==> src/bcs_pkg.sv <==
// ----------------------------------------------------------------------------
// Backtrack choice stack package
// Word types, operation codes, controller states, command and status structs.
// ----------------------------------------------------------------------------
package bcs_pkg;

    localparam int MAX_DEPTH   = 64;
    localparam int INDEX_BITS  = 16;
    localparam int DEPTH_BITS  = $clog2(MAX_DEPTH + 1);
    localparam int CURSOR_BITS = DEPTH_BITS + 1;

    typedef enum logic [2:0] {
        OP_ADD     = 3'd0,
        OP_DESCEND = 3'd1,
        OP_NEXT    = 3'd2,
        OP_REWIND  = 3'd3,
        OP_QUERY   = 3'd4
    } op_e;

    typedef struct packed {
        logic [2:0]            op;
        logic [INDEX_BITS-1:0] num_alternatives;
    } in_word_t;

    typedef struct packed {
        logic signed [CURSOR_BITS-1:0] cursor_level;
        logic                          level_known;
        logic [INDEX_BITS-1:0]         choice_index;
        logic                          has_more;
        logic [DEPTH_BITS-1:0]         stack_depth;
        logic                          overflow;
    } out_word_t;

    typedef enum logic [2:0] {
        ST_IDLE,
        ST_EXEC,
        ST_NEXT_RD,
        ST_NEXT_EVAL,
        ST_CUR_RD,
        ST_LOAD
    } state_t;

    typedef struct packed {
        logic latch;
        logic exec;
        logic next_rd;
        logic next_eval;
        logic cur_rd;
        logic load;
    } dp_cmd_t;

    typedef struct packed {
        logic is_next;
        logic stack_empty;
        logic exhausted;
        logic out_stall;
    } dp_stat_t;

endpackage

==> src/backtrack_choice_stack_core.sv <==
// Sequencing: add, descend, rewind and query go through execute, cursor read and output
// load after the word is accepted; a new word is accepted only after the result is loaded.
// Next exploration reads and evaluates stack levels until one is advanced or the stack ends
// empty; the single read port of the level RAM walks the stack one level a step.
// Reset: synchronous, active low; depth goes to 0 and cursor to -1, the RAM is not cleared.
// ----------------------------------------------------------------------------
// Backtrack choice stack core
// Stack of choice levels with a cursor, advanced like a mixed-radix counter.
// ----------------------------------------------------------------------------
module backtrack_choice_stack_core (
    input  logic               aclk,
    input  logic               aresetn,
    input  logic               s_valid,
    output logic               s_ready,
    input  bcs_pkg::in_word_t  s_data,
    output logic               m_valid,
    input  logic               m_ready,
    output bcs_pkg::out_word_t m_data
);

    import bcs_pkg::*;

    dp_cmd_t  cmd;
    dp_stat_t stat;

    bcs_ctrl u_ctrl (
        .aclk    (aclk),
        .aresetn (aresetn),
        .s_valid (s_valid),
        .s_ready (s_ready),
        .stat    (stat),
        .cmd     (cmd)
    );

    bcs_datapath u_datapath (
        .aclk    (aclk),
        .aresetn (aresetn),
        .cmd     (cmd),
        .stat    (stat),
        .s_data  (s_data),
        .m_valid (m_valid),
        .m_ready (m_ready),
        .m_data  (m_data)
    );

endmodule

==> src/bcs_ram.sv <==
// ----------------------------------------------------------------------------
// Generic RAM
// One write port and one read port with registered read data.
// ----------------------------------------------------------------------------
module bcs_ram #(
    parameter int WIDTH = 32,
    parameter int DEPTH = 64
) (
    input  logic                     aclk,
    input  logic                     wr_en,
    input  logic [$clog2(DEPTH)-1:0] wr_addr,
    input  logic [WIDTH-1:0]         wr_data,
    input  logic                     rd_en,
    input  logic [$clog2(DEPTH)-1:0] rd_addr,
    output logic [WIDTH-1:0]         rd_data
);

    logic [WIDTH-1:0] mem [DEPTH];
    logic [WIDTH-1:0] rd_data_reg;

    always_ff @(posedge aclk) begin
        if (wr_en) begin
            mem[wr_addr] <= wr_data;
        end
        if (rd_en) begin
            rd_data_reg <= mem[rd_addr];
        end
    end

    assign rd_data = rd_data_reg;

endmodule

==> src/bcs_ctrl.sv <==
// ----------------------------------------------------------------------------
// Backtrack choice stack controller
// Sequences one word through execute, stack walk for next, cursor read and output load.
// ----------------------------------------------------------------------------
module bcs_ctrl (
    input  logic              aclk,
    input  logic              aresetn,
    input  logic              s_valid,
    output logic              s_ready,
    input  bcs_pkg::dp_stat_t stat,
    output bcs_pkg::dp_cmd_t  cmd
);

    import bcs_pkg::*;

    state_t state_reg;
    state_t state_next;

    always_ff @(posedge aclk) begin
        if (!aresetn) begin
            state_reg <= ST_IDLE;
        end else begin
            state_reg <= state_next;
        end
    end

    always_comb begin
        state_next = state_reg;
        unique case (state_reg)
            ST_IDLE: begin
                if (s_valid) begin
                    state_next = ST_EXEC;
                end
            end
            ST_EXEC: begin
                state_next = stat.is_next ? ST_NEXT_RD : ST_CUR_RD;
            end
            ST_NEXT_RD: begin
                state_next = stat.stack_empty ? ST_CUR_RD : ST_NEXT_EVAL;
            end
            ST_NEXT_EVAL: begin
                state_next = stat.exhausted ? ST_NEXT_RD : ST_CUR_RD;
            end
            ST_CUR_RD: begin
                state_next = ST_LOAD;
            end
            ST_LOAD: begin
                if (!stat.out_stall) begin
                    state_next = ST_IDLE;
                end
            end
            default: begin
                state_next = ST_IDLE;
            end
        endcase
    end

    always_comb begin
        cmd           = '0;
        s_ready       = 1'b0;
        unique case (state_reg)
            ST_IDLE: begin
                s_ready   = 1'b1;
                cmd.latch = s_valid;
            end
            ST_EXEC: begin
                cmd.exec = 1'b1;
            end
            ST_NEXT_RD: begin
                cmd.next_rd = !stat.stack_empty;
            end
            ST_NEXT_EVAL: begin
                cmd.next_eval = 1'b1;
            end
            ST_CUR_RD: begin
                cmd.cur_rd = 1'b1;
            end
            ST_LOAD: begin
                cmd.load = !stat.out_stall;
            end
            default: begin
                cmd = '0;
            end
        endcase
    end

endmodule

==> src/bcs_datapath.sv <==
// ----------------------------------------------------------------------------
// Backtrack choice stack datapath
// Depth and cursor registers, level RAM, advance logic and output register.
// ----------------------------------------------------------------------------
module bcs_datapath (
    input  logic               aclk,
    input  logic               aresetn,
    input  bcs_pkg::dp_cmd_t   cmd,
    output bcs_pkg::dp_stat_t  stat,
    input  bcs_pkg::in_word_t  s_data,
    output logic               m_valid,
    input  logic               m_ready,
    output bcs_pkg::out_word_t m_data
);

    import bcs_pkg::*;

    localparam int DEP_W  = DEPTH_BITS;
    localparam int CUR_W  = CURSOR_BITS;
    localparam int ADDR_W = $clog2(MAX_DEPTH);
    localparam int WORD_W = 2 * INDEX_BITS;

    logic [2:0]              op_reg;
    logic [INDEX_BITS-1:0]   num_reg;
    logic [DEP_W-1:0]        depth_reg,  depth_next;
    logic signed [CUR_W-1:0] cursor_reg, cursor_next;
    logic                    more_reg,   more_next;
    logic                    ovf_reg,    ovf_next;
    logic                    m_valid_reg;
    out_word_t               m_data_reg;

    logic                    wr_en;
    logic [ADDR_W-1:0]       wr_addr;
    logic [WORD_W-1:0]       wr_data;
    logic                    rd_en;
    logic [ADDR_W-1:0]       rd_addr;
    logic [WORD_W-1:0]       rd_data;

    logic [DEP_W-1:0]        depth_dec;
    logic [ADDR_W-1:0]       top_addr;
    logic [INDEX_BITS-1:0]   rd_choice;
    logic [INDEX_BITS-1:0]   rd_count;
    logic [INDEX_BITS-1:0]   choice_inc;
    logic [INDEX_BITS-1:0]   cnt_in;
    logic [INDEX_BITS-1:0]   cnt_fix;
    logic                    exhausted;
    logic                    full;
    logic                    known;
    logic                    is_add;
    logic signed [31:0]      cur_ext;
    logic [31:0]             depth_ext;
    logic [31:0]             choice_ext;

    bcs_ram #(
        .WIDTH (WORD_W),
        .DEPTH (MAX_DEPTH)
    ) u_level_ram (
        .aclk    (aclk),
        .wr_en   (wr_en),
        .wr_addr (wr_addr),
        .wr_data (wr_data),
        .rd_en   (rd_en),
        .rd_addr (rd_addr),
        .rd_data (rd_data)
    );

    assign depth_dec  = depth_reg - DEP_W'(1);
    assign top_addr   = depth_dec[ADDR_W-1:0];
    assign rd_choice  = rd_data[INDEX_BITS-1:0];
    assign rd_count   = rd_data[WORD_W-1:INDEX_BITS];
    assign choice_inc = rd_choice + INDEX_BITS'(1);
    assign exhausted  = (choice_inc >= rd_count) || (choice_inc == '0);
    assign cnt_in     = num_reg;
    assign cnt_fix    = (cnt_in == '0) ? INDEX_BITS'(1) : cnt_in;
    assign full       = (depth_reg == DEP_W'(MAX_DEPTH));
    assign known      = !cursor_reg[CUR_W-1] && (cursor_reg[DEP_W-1:0] < depth_reg);
    assign is_add     = (op_reg == OP_ADD);

    assign wr_en   = (cmd.exec && is_add && !full) || (cmd.next_eval && !exhausted);
    assign wr_addr = cmd.exec ? depth_reg[ADDR_W-1:0] : top_addr;
    assign wr_data = cmd.exec ? {cnt_fix, {INDEX_BITS{1'b0}}} : {rd_count, choice_inc};
    assign rd_en   = cmd.next_rd || cmd.cur_rd;
    assign rd_addr = cmd.next_rd ? top_addr : cursor_reg[ADDR_W-1:0];

    always_comb begin
        depth_next  = depth_reg;
        cursor_next = cursor_reg;
        more_next   = more_reg;
        ovf_next    = ovf_reg;
        if (cmd.latch) begin
            more_next = 1'b0;
            ovf_next  = 1'b0;
        end
        if (cmd.exec) begin
            unique case (op_reg)
                OP_ADD: begin
                    if (full) begin
                        ovf_next = 1'b1;
                    end else begin
                        cursor_next = $signed({1'b0, depth_reg});
                        depth_next  = depth_reg + DEP_W'(1);
                    end
                end
                OP_DESCEND: begin
                    if (cursor_reg < $signed(CUR_W'(MAX_DEPTH))) begin
                        cursor_next = cursor_reg + CUR_W'(1);
                    end
                end
                OP_REWIND: begin
                    cursor_next = '0;
                end
                default: begin
                    cursor_next = cursor_reg;
                end
            endcase
        end
        if (cmd.next_eval) begin
            if (exhausted) begin
                depth_next = depth_dec;
            end else begin
                cursor_next = '0;
                more_next   = 1'b1;
            end
        end
    end

    always_ff @(posedge aclk) begin
        if (!aresetn) begin
            depth_reg   <= '0;
            cursor_reg  <= '1;
            more_reg    <= 1'b0;
            ovf_reg     <= 1'b0;
            m_valid_reg <= 1'b0;
        end else begin
            depth_reg  <= depth_next;
            cursor_reg <= cursor_next;
            more_reg   <= more_next;
            ovf_reg    <= ovf_next;
            if (cmd.load) begin
                m_valid_reg <= 1'b1;
            end else if (m_ready) begin
                m_valid_reg <= 1'b0;
            end
        end
    end

    assign cur_ext    = 32'(cursor_reg);
    assign depth_ext  = 32'(depth_reg);
    assign choice_ext = known ? 32'(rd_choice) : 32'd0;

    always_ff @(posedge aclk) begin
        if (cmd.latch) begin
            op_reg  <= s_data.op;
            num_reg <= s_data.num_alternatives;
        end
        if (cmd.load) begin
            m_data_reg.cursor_level <= cur_ext[CUR_W-1:0];
            m_data_reg.level_known  <= known;
            m_data_reg.choice_index <= choice_ext[INDEX_BITS-1:0];
            m_data_reg.has_more     <= more_reg;
            m_data_reg.stack_depth  <= depth_ext[DEP_W-1:0];
            m_data_reg.overflow     <= ovf_reg;
        end
    end

    assign stat.is_next     = (op_reg == OP_NEXT);
    assign stat.stack_empty = (depth_reg == '0);
    assign stat.exhausted   = exhausted;
    assign stat.out_stall   = m_valid_reg && !m_ready;

    assign m_valid = m_valid_reg;
    assign m_data  = m_data_reg;

endmodule

==> config.mk <==
export PLATFORM = sky130hd
export DESIGN_NAME = backtrack_choice_stack_core
export DESIGN_NICKNAME = d
export VERILOG_FILES = /design/src/bcs_pkg.sv /design/src/backtrack_choice_stack_core.sv /design/src/bcs_ram.sv /design/src/bcs_ctrl.sv /design/src/bcs_datapath.sv
export SDC_FILE = /design/constraint.sdc
export NUM_CORES = 2
export LEC_CHECK = 0
export ABC_AREA = 1
export BUFFER_PORTS_ARGS = -buffer_cell sky130_fd_sc_hd__buf_4
export CORE_UTILIZATION = 41
export CTS_CLUSTER_DIAMETER = 80
export DETAILED_ROUTE_END_ITERATION = 10
export GPL_ROUTABILITY_DRIVEN = 1
export SLEW_MARGIN = 0
export SYNTH_ARGS = -nofsm -noshare
export SYNTH_HDL_FRONTEND = slang
export SYNTH_HIERARCHICAL = 1
export SYNTH_SLANG_ARGS = --single-unit
export TNS_END_PERCENT = 20
==> constraint.sdc <==
create_clock -name aclk -period 19.59 [get_ports aclk]
set_input_delay 0.9795 -clock aclk [delete_from_list [all_inputs] [get_ports aclk]]
set_output_delay 0.9795 -clock aclk [all_outputs]
set_load 0.02 [all_outputs]
After elaboration in Yosys (flattened, before gate mapping) --
Memories as Yosys holds them, arrays and structs flattened. A register that Yosys moved wholly into a read port is not among the register bits. Cells that the tools add are included.
Word-level totals: register bits 74, RAM bits 2048, output and inout bits 36, memories 1
Memory list:
- u_datapath.u_level_ram.mem | words 64, bits a word 32, read ports 1, clocked after memory_dff 1, wr ports 1, RTL line bcs_ram.sv:18 | logic [WIDTH-1:0] mem [DEPTH];
Cells by class: add/subtract/negate cells 4, $lt $le $gt $ge 3, eq/ne operators 11, mux-type cells 39, reductions and logical operators 21
Operators by type and width (count):
- $mux 8 | 5
- $mux 7 | 5
- $logic_not 16->1 | 2
- $mux 32 | 1
- $pmux 8 s3 | 1
- $mux 1 | 18
- $pmux 3 s6 | 1
- $add 16x1->16 const B | 1
- $ge 16x16->1 | 1
- $mux 16 | 1
- $mux 3 | 5
- $eq 3x2->1 const B | 4
- $mux 6 | 2
- $add 8x2->8 const B | 1
- $lt 8x8->1 const B | 1
- $add 7x1->7 const B | 1
- $eq 7x7->1 const B | 1
- $logic_not 7->1 | 1
- $lt 7x7->1 | 1
- $sub 7x1->7 const B | 1
- $eq 3x1->1 const B | 2
- $eq 3x3->1 const B | 2
- $logic_not 1->1 | 6
- $logic_not 3->1 | 2
- other kinds (5) | 12

Longest topological paths before layout --
depth in word-level cells 8, gate-level depth with buffers 24, mapped depth without buffers 20

Hierarchy --
The synthesis kept the hierarchy.
Modules (own cells, without submodules):
- bcs_ram | times used 1, cells an instance 6769, area each 83058.4 um2, sequential area each 62459.9 um2
- bcs_datapath | times used 1, cells an instance 553, area each 4360.4 um2, sequential area each 1951.9 um2
- bcs_ctrl | times used 1, cells an instance 46, area each 251.5 um2, sequential area each 60.1 um2

Least setup slack after synthesis --
Ideal clock, no wire load.
path type reg2reg, start point register u_datapath.u_level_ram.rd_data_reg[0], in the netlist u_datapath/u_level_ram/rd_data[0], read port of u_datapath.u_level_ram.mem, end point memory u_datapath.u_level_ram.mem[48][0], enable pin, library setup time 503 ps, arrival time 5786 ps, slack 13302 ps, cell stages (with the launch flop) 21, path buffers 1, period minus slack after synthesis 6288 ps, path through edfxtp_1 inv_1 nor2_4 nand3_2 nor2_1 nand2_1 nand2_1 inv_2 ha_1 a21oi_1 o21ai_0 a21oi_1 nand2_1 nor2_1 nand2_4 inv_2 nand2_4 nand2_1 clkbuf_1 nand4_1 nor4_1
Between the ends: cells in the longest elaborated chain, start to end 8
Ends and longest elaborated chain:
- start, declared | RTL line bcs_ram.sv:19 | logic [WIDTH-1:0] rd_data_reg;
- $add 16x1->16 (*) | RTL line bcs_datapath.sv:71 | assign choice_inc = rd_choice + INDEX_BITS'(1);
- $ge 16x16->1 or $logic_not 16->1 (tied branches) | RTL line bcs_datapath.sv:72 | assign exhausted = (choice_inc >= rd_count) || (choice_inc == '0);
- $logic_or 1x1->1 (*) | RTL line bcs_datapath.sv:72
- named net u_datapath.exhausted | RTL line bcs_datapath.sv:46 | logic exhausted;
- $logic_not 1->1 (*) | RTL line bcs_datapath.sv:79 | assign wr_en = (cmd.exec && is_add && !full) || (cmd.next_eval && !exhausted);
- $logic_and 1x1->1 (*) | RTL line bcs_datapath.sv:79
- $logic_or 1x1->1 (*) | RTL line bcs_datapath.sv:79
- named net u_datapath.wr_en | RTL line bcs_datapath.sv:32 | logic wr_en;
- $mux 1 (*) | RTL line bcs_ram.sv:22 | if (wr_en) begin
- $mux 1 (not written as such) (*) | RTL line bcs_ram.sv:23 | mem[wr_addr] <= wr_data;
- end, declared | RTL line bcs_ram.sv:18
Mark *: on every way through the listed nets, which the timed path passes. The rest lies on a longest branch.

==> flow_metrics.tcl <==
set metrics [dict create \
    biggest_area_contributors_in_the_synthesized_netlist "sky130_fd_sc_hd__edfxtp_1, sky130_fd_sc_hd__nand3_1, sky130_fd_sc_hd__nand2_1" \
    timing.final.ws_setup_ns 12.23 \
    finalHoldViolations 0 \
    routed_wire_length_per_instance_um 24.36 \
    finalWirelength_um 251300 \
    clk_pin_slew_ns 0.06 \
    clkLatencyLatePin_ns 0.85 \
    post_cts_buffers 0 \
    max_freq_mhz 135.9 \
    hold_path.startpoint "s_data[2]" \
    flow.area_growth_from_synthesis_pct 11.75 \
    fraction_of_layout_cells_with_a_size_suffix_above_1_pct 8.472 \
    final_nets 7379 \
    max_cap_violations 0 \
    dieHeight_um 464.4 \
    worst_hold_slack_after_final_layout_ns 0.3100 \
    cp_data_required_time_ns 20.27 \
    min_delay_path_depth 1 \
    numClockSinks 2154 \
    crit_arrival_ns 8.04 \
    p_leak_nw 34.19 \
    worst_path_largest_cell_delay_ns 0.96 \
    ys_seq_elements 2154 \
    grt_util_met3_pct 3.200 \
    globalplace.congestion 0.8742 \
    global_route.usage.total_pct 22.87 \
    antenna_violation_net_count_after_detailed_routing 0 \
    cp_max_fo 179 \
    status "finished, violations left" \
    timing.max_slew.rel_slack_pct 18.83 \
    post_dp_cell_area_um2 91470 \
    worst_hold_path.endpoint "u_datapath/cnt_in[2]" \
    die_area_um2 215700 \
    cpMostUsedCell "sky130_fd_sc_hd__nand2_1" \
    timing.reg2reg.setup_slack_ns 12.23 \
    synthCells 7368 \
    synth_cell_area_um2 87670 \
    portBuffers 58 \
    postCtsHoldBufs 0 \
    finalCoreUtilization_pct 46.15 \
    antenna_violations_before_repair 4 \
    synth_cell_types 41 \
    cts_tree "built" \
    n_fill_cell 18850 \
    vias_per_cell 5.582 \
    critical_path.startpoint_type "register" \
    ctsResizeCount 0 \
    post-route-cell-area_um2 97980 \
    initial_utilization_pct 41.30 \
    post_synth_top_area_share_pct 73.06 \
    hp-class "in2reg" \
    finalCriticalPeriod_ns 7.357 \
    cell_count_after_placement 9944 \
    setup.worst_path.class "reg2reg" \
    die_w_um 464.4 \
    dp_hpwl_um 129000 \
    power-per-cell-area_nw_per_um2 136.2 \
    grt_util_met1_pct 33.12 \
    critical_path.slowest_cell "sky130_fd_sc_hd__buf_4" \
    setup_viol 0 \
    post-layout-total-power_mw 13.35 \
    grt_max_degree 210 \
    wire_length_of_the_first_global_routing_pass_um 366400 \
    synth_top_cell_by_area "sky130_fd_sc_hd__edfxtp_1" \
    setup.worst_path.end_class "register" \
    first_global_vias 53570 \
    average_cell_area_after_synthesis_um2 11.90 \
    r2r-start "u_datapath/depth_reg[0]" \
    grtUsageMet2_pct 35.33 \
    failed_checks "DRC" \
    floorplan.io_pins 59 \
    post-route-drc-count 30 \
    report.final.slew_viol_count 0 \
    timing.clock.skew_ns 0.03961 \
    r2r_cells 22 \
    rr_endpoint "u_datapath/u_level_ram/rd_data[12]" \
    coreArea_um2 212300 \
    worst_slew_pin_slew_ns 1.217 \
    final_cells 10320 \
    postSynthNetCount 7419 \
    placement.setup.worst_slack_ns 12.43 \
    grt_most_used_layer "met2" \
    ys_warn_count 6 \
    cp_cell_sequence "inv_1 > ha_1 > nand2_1 > nor3_1 > inv_1 > nand2_1 > inv_1 > inv_1 > nand2_1 > o21ai_4 > inv_16 > buf_4 > buf_4 > buf_4 > nand2_1 > nand3_1 > nand3_1 > nand3_1 > nand3_1 > nand2_1 > nand2_1 > nand2_1" \
    numCtsBuffers 203 \
    root_buffer "sky130_fd_sc_hd__clkbuf_16" \
    drt_pass1_iterations 9 \
    htree_levels 4 \
    rows 169 \
    seq_area_frac_synth_pct 73.54 \
    largest_register_ff_count 2048 \
    fin_tns_setup_ns 0 \
    dr.first_iter.drc_count 7244 \
    grt-ovfl-total 0 \
    route.vias.total 57590 \
    vdd_drop_max_mv 0.09019 \
    period_share_pct 37.56 \
    max-clock-path-buffers 3 \
    rsz0062_at_grt "no" \
]
-- synthesized netlist by cell type, drive strengths merged --
library cell	number
o21ai	54
nor4	14
nor2	145
edfxtp	2133
o31ai	2
xnor2	1
nor3	15
nand3	1937
o22ai	3
or2	1
clkbuf	82
inv	107
a21oi	26
buf	379
nand2	2380
nand4	20
a31oi	1
a22o	1
o21a	3
xor2	8
o211ai	2
nor3b	1
and3	1
nand3b	1
ha	28
clkinv	2
dfxtp	21
-- worst max-delay path by stage --
stage,start,endpoint
after floorplan,u_datapath/u_level_ram/rd_data[0],u_datapath/u_level_ram/mem[48][0]
after global placement,u_datapath/depth_reg[0],u_datapath/u_level_ram/rd_data[12]
after detailed placement,u_datapath/depth_reg[0],u_datapath/u_level_ram/rd_data[12]
after CTS,u_datapath/depth_reg[0],u_datapath/u_level_ram/rd_data[12]
after global routing,u_datapath/depth_reg[0],u_datapath/u_level_ram/rd_data[12]
final,u_datapath/depth_reg[0],u_datapath/u_level_ram/rd_data[12]
-- power by group --
part           switching, mW  leakage, nW  total (mW)  internal [mW]
combinational           2.82         11.6        3.52          0.700
clock                   1.72         3.17        3.89           2.17
sequential            0.0699         19.4        5.94           5.87
-- critical path: cells and delay by family, from the launching register on --
| kind | cells | cell delay, ns |
|---|---|---|
| adder cells (fa/ha/maj) | 1 | 0.26 |
| AND/OR/NAND/NOR | 12 | 1.82 |
| buffers and inverters | 8 | 4.18 |
| flip-flops | 1 | 0.52 |
| AO/OA/AOI/OAI | 1 | 0.12 |
-- area by class of cell --
cell class              count  area (um^2)  share of cell area [%]
diodes                      1        2.502                0.002554
multi-input cells        4644        21350                   21.79
inverters                 109        451.7                  0.4610
repair buffers            216         1672                   1.706
well taps                2821         3530                   3.603
flip-flops and latches   2154        64470                   65.80
clock inverters           126         1186                   1.211
clock buffers             246         5315                   5.425
-- logic make-up (layout without fill, tap and decap cells) --
| family | count (synthesis) | in the layout | synth area share, % |
|---|---|---|---|
| AOI/OAI and AO/OA | 92 | 92 | 0.5552 |
| adders and majority gates | 28 | 28 | 0.3996 |
| buffers and inverters | 570 | 697 | 3.103 |
| and+or+nand+nor | 4515 | 4515 | 22.31 |
| xor gates and xnor gates | 9 | 9 | 0.08992 |
| DFF | 2154 | 2154 | 73.54 |
| other | 0 | 1 | 0 |
-- placed cells by master, fill, tap and decap left out, types with 21 or more instances in the layout --
cell                        synthesis  layout
sky130_fd_sc_hd__ha_1              28      28
sky130_fd_sc_hd__edfxtp_1        2133    2133
sky130_fd_sc_hd__o21ai_0           52      29
sky130_fd_sc_hd__a21oi_1           26      21
sky130_fd_sc_hd__clkinv_2           1      37
sky130_fd_sc_hd__clkbuf_1          82      39
sky130_fd_sc_hd__nor2_1           138      71
sky130_fd_sc_hd__nand3_1         1936    1936
sky130_fd_sc_hd__o21ai_4            0      21
sky130_fd_sc_hd__buf_4             47     212
sky130_fd_sc_hd__nor2_4             3      70
sky130_fd_sc_hd__inv_1            102      99
sky130_fd_sc_hd__clkinv_1           1      45
sky130_fd_sc_hd__dfxtp_1           21      21
sky130_fd_sc_hd__clkbuf_16          0     206
sky130_fd_sc_hd__nand2_1         2373    2373
-- per-layer routing --
layer / part of all wire [%] / routed length (um) / up-vias
met5: 0.0044 / 11 / -
met4: 3.3 / 8256 / 2
met3: 9.0 / 22570 / 369
met2: 45 / 113800 / 2675
met1: 42 / 106700 / 28500
li1: - / - / 26050
(Power assumes the default switching activity.)
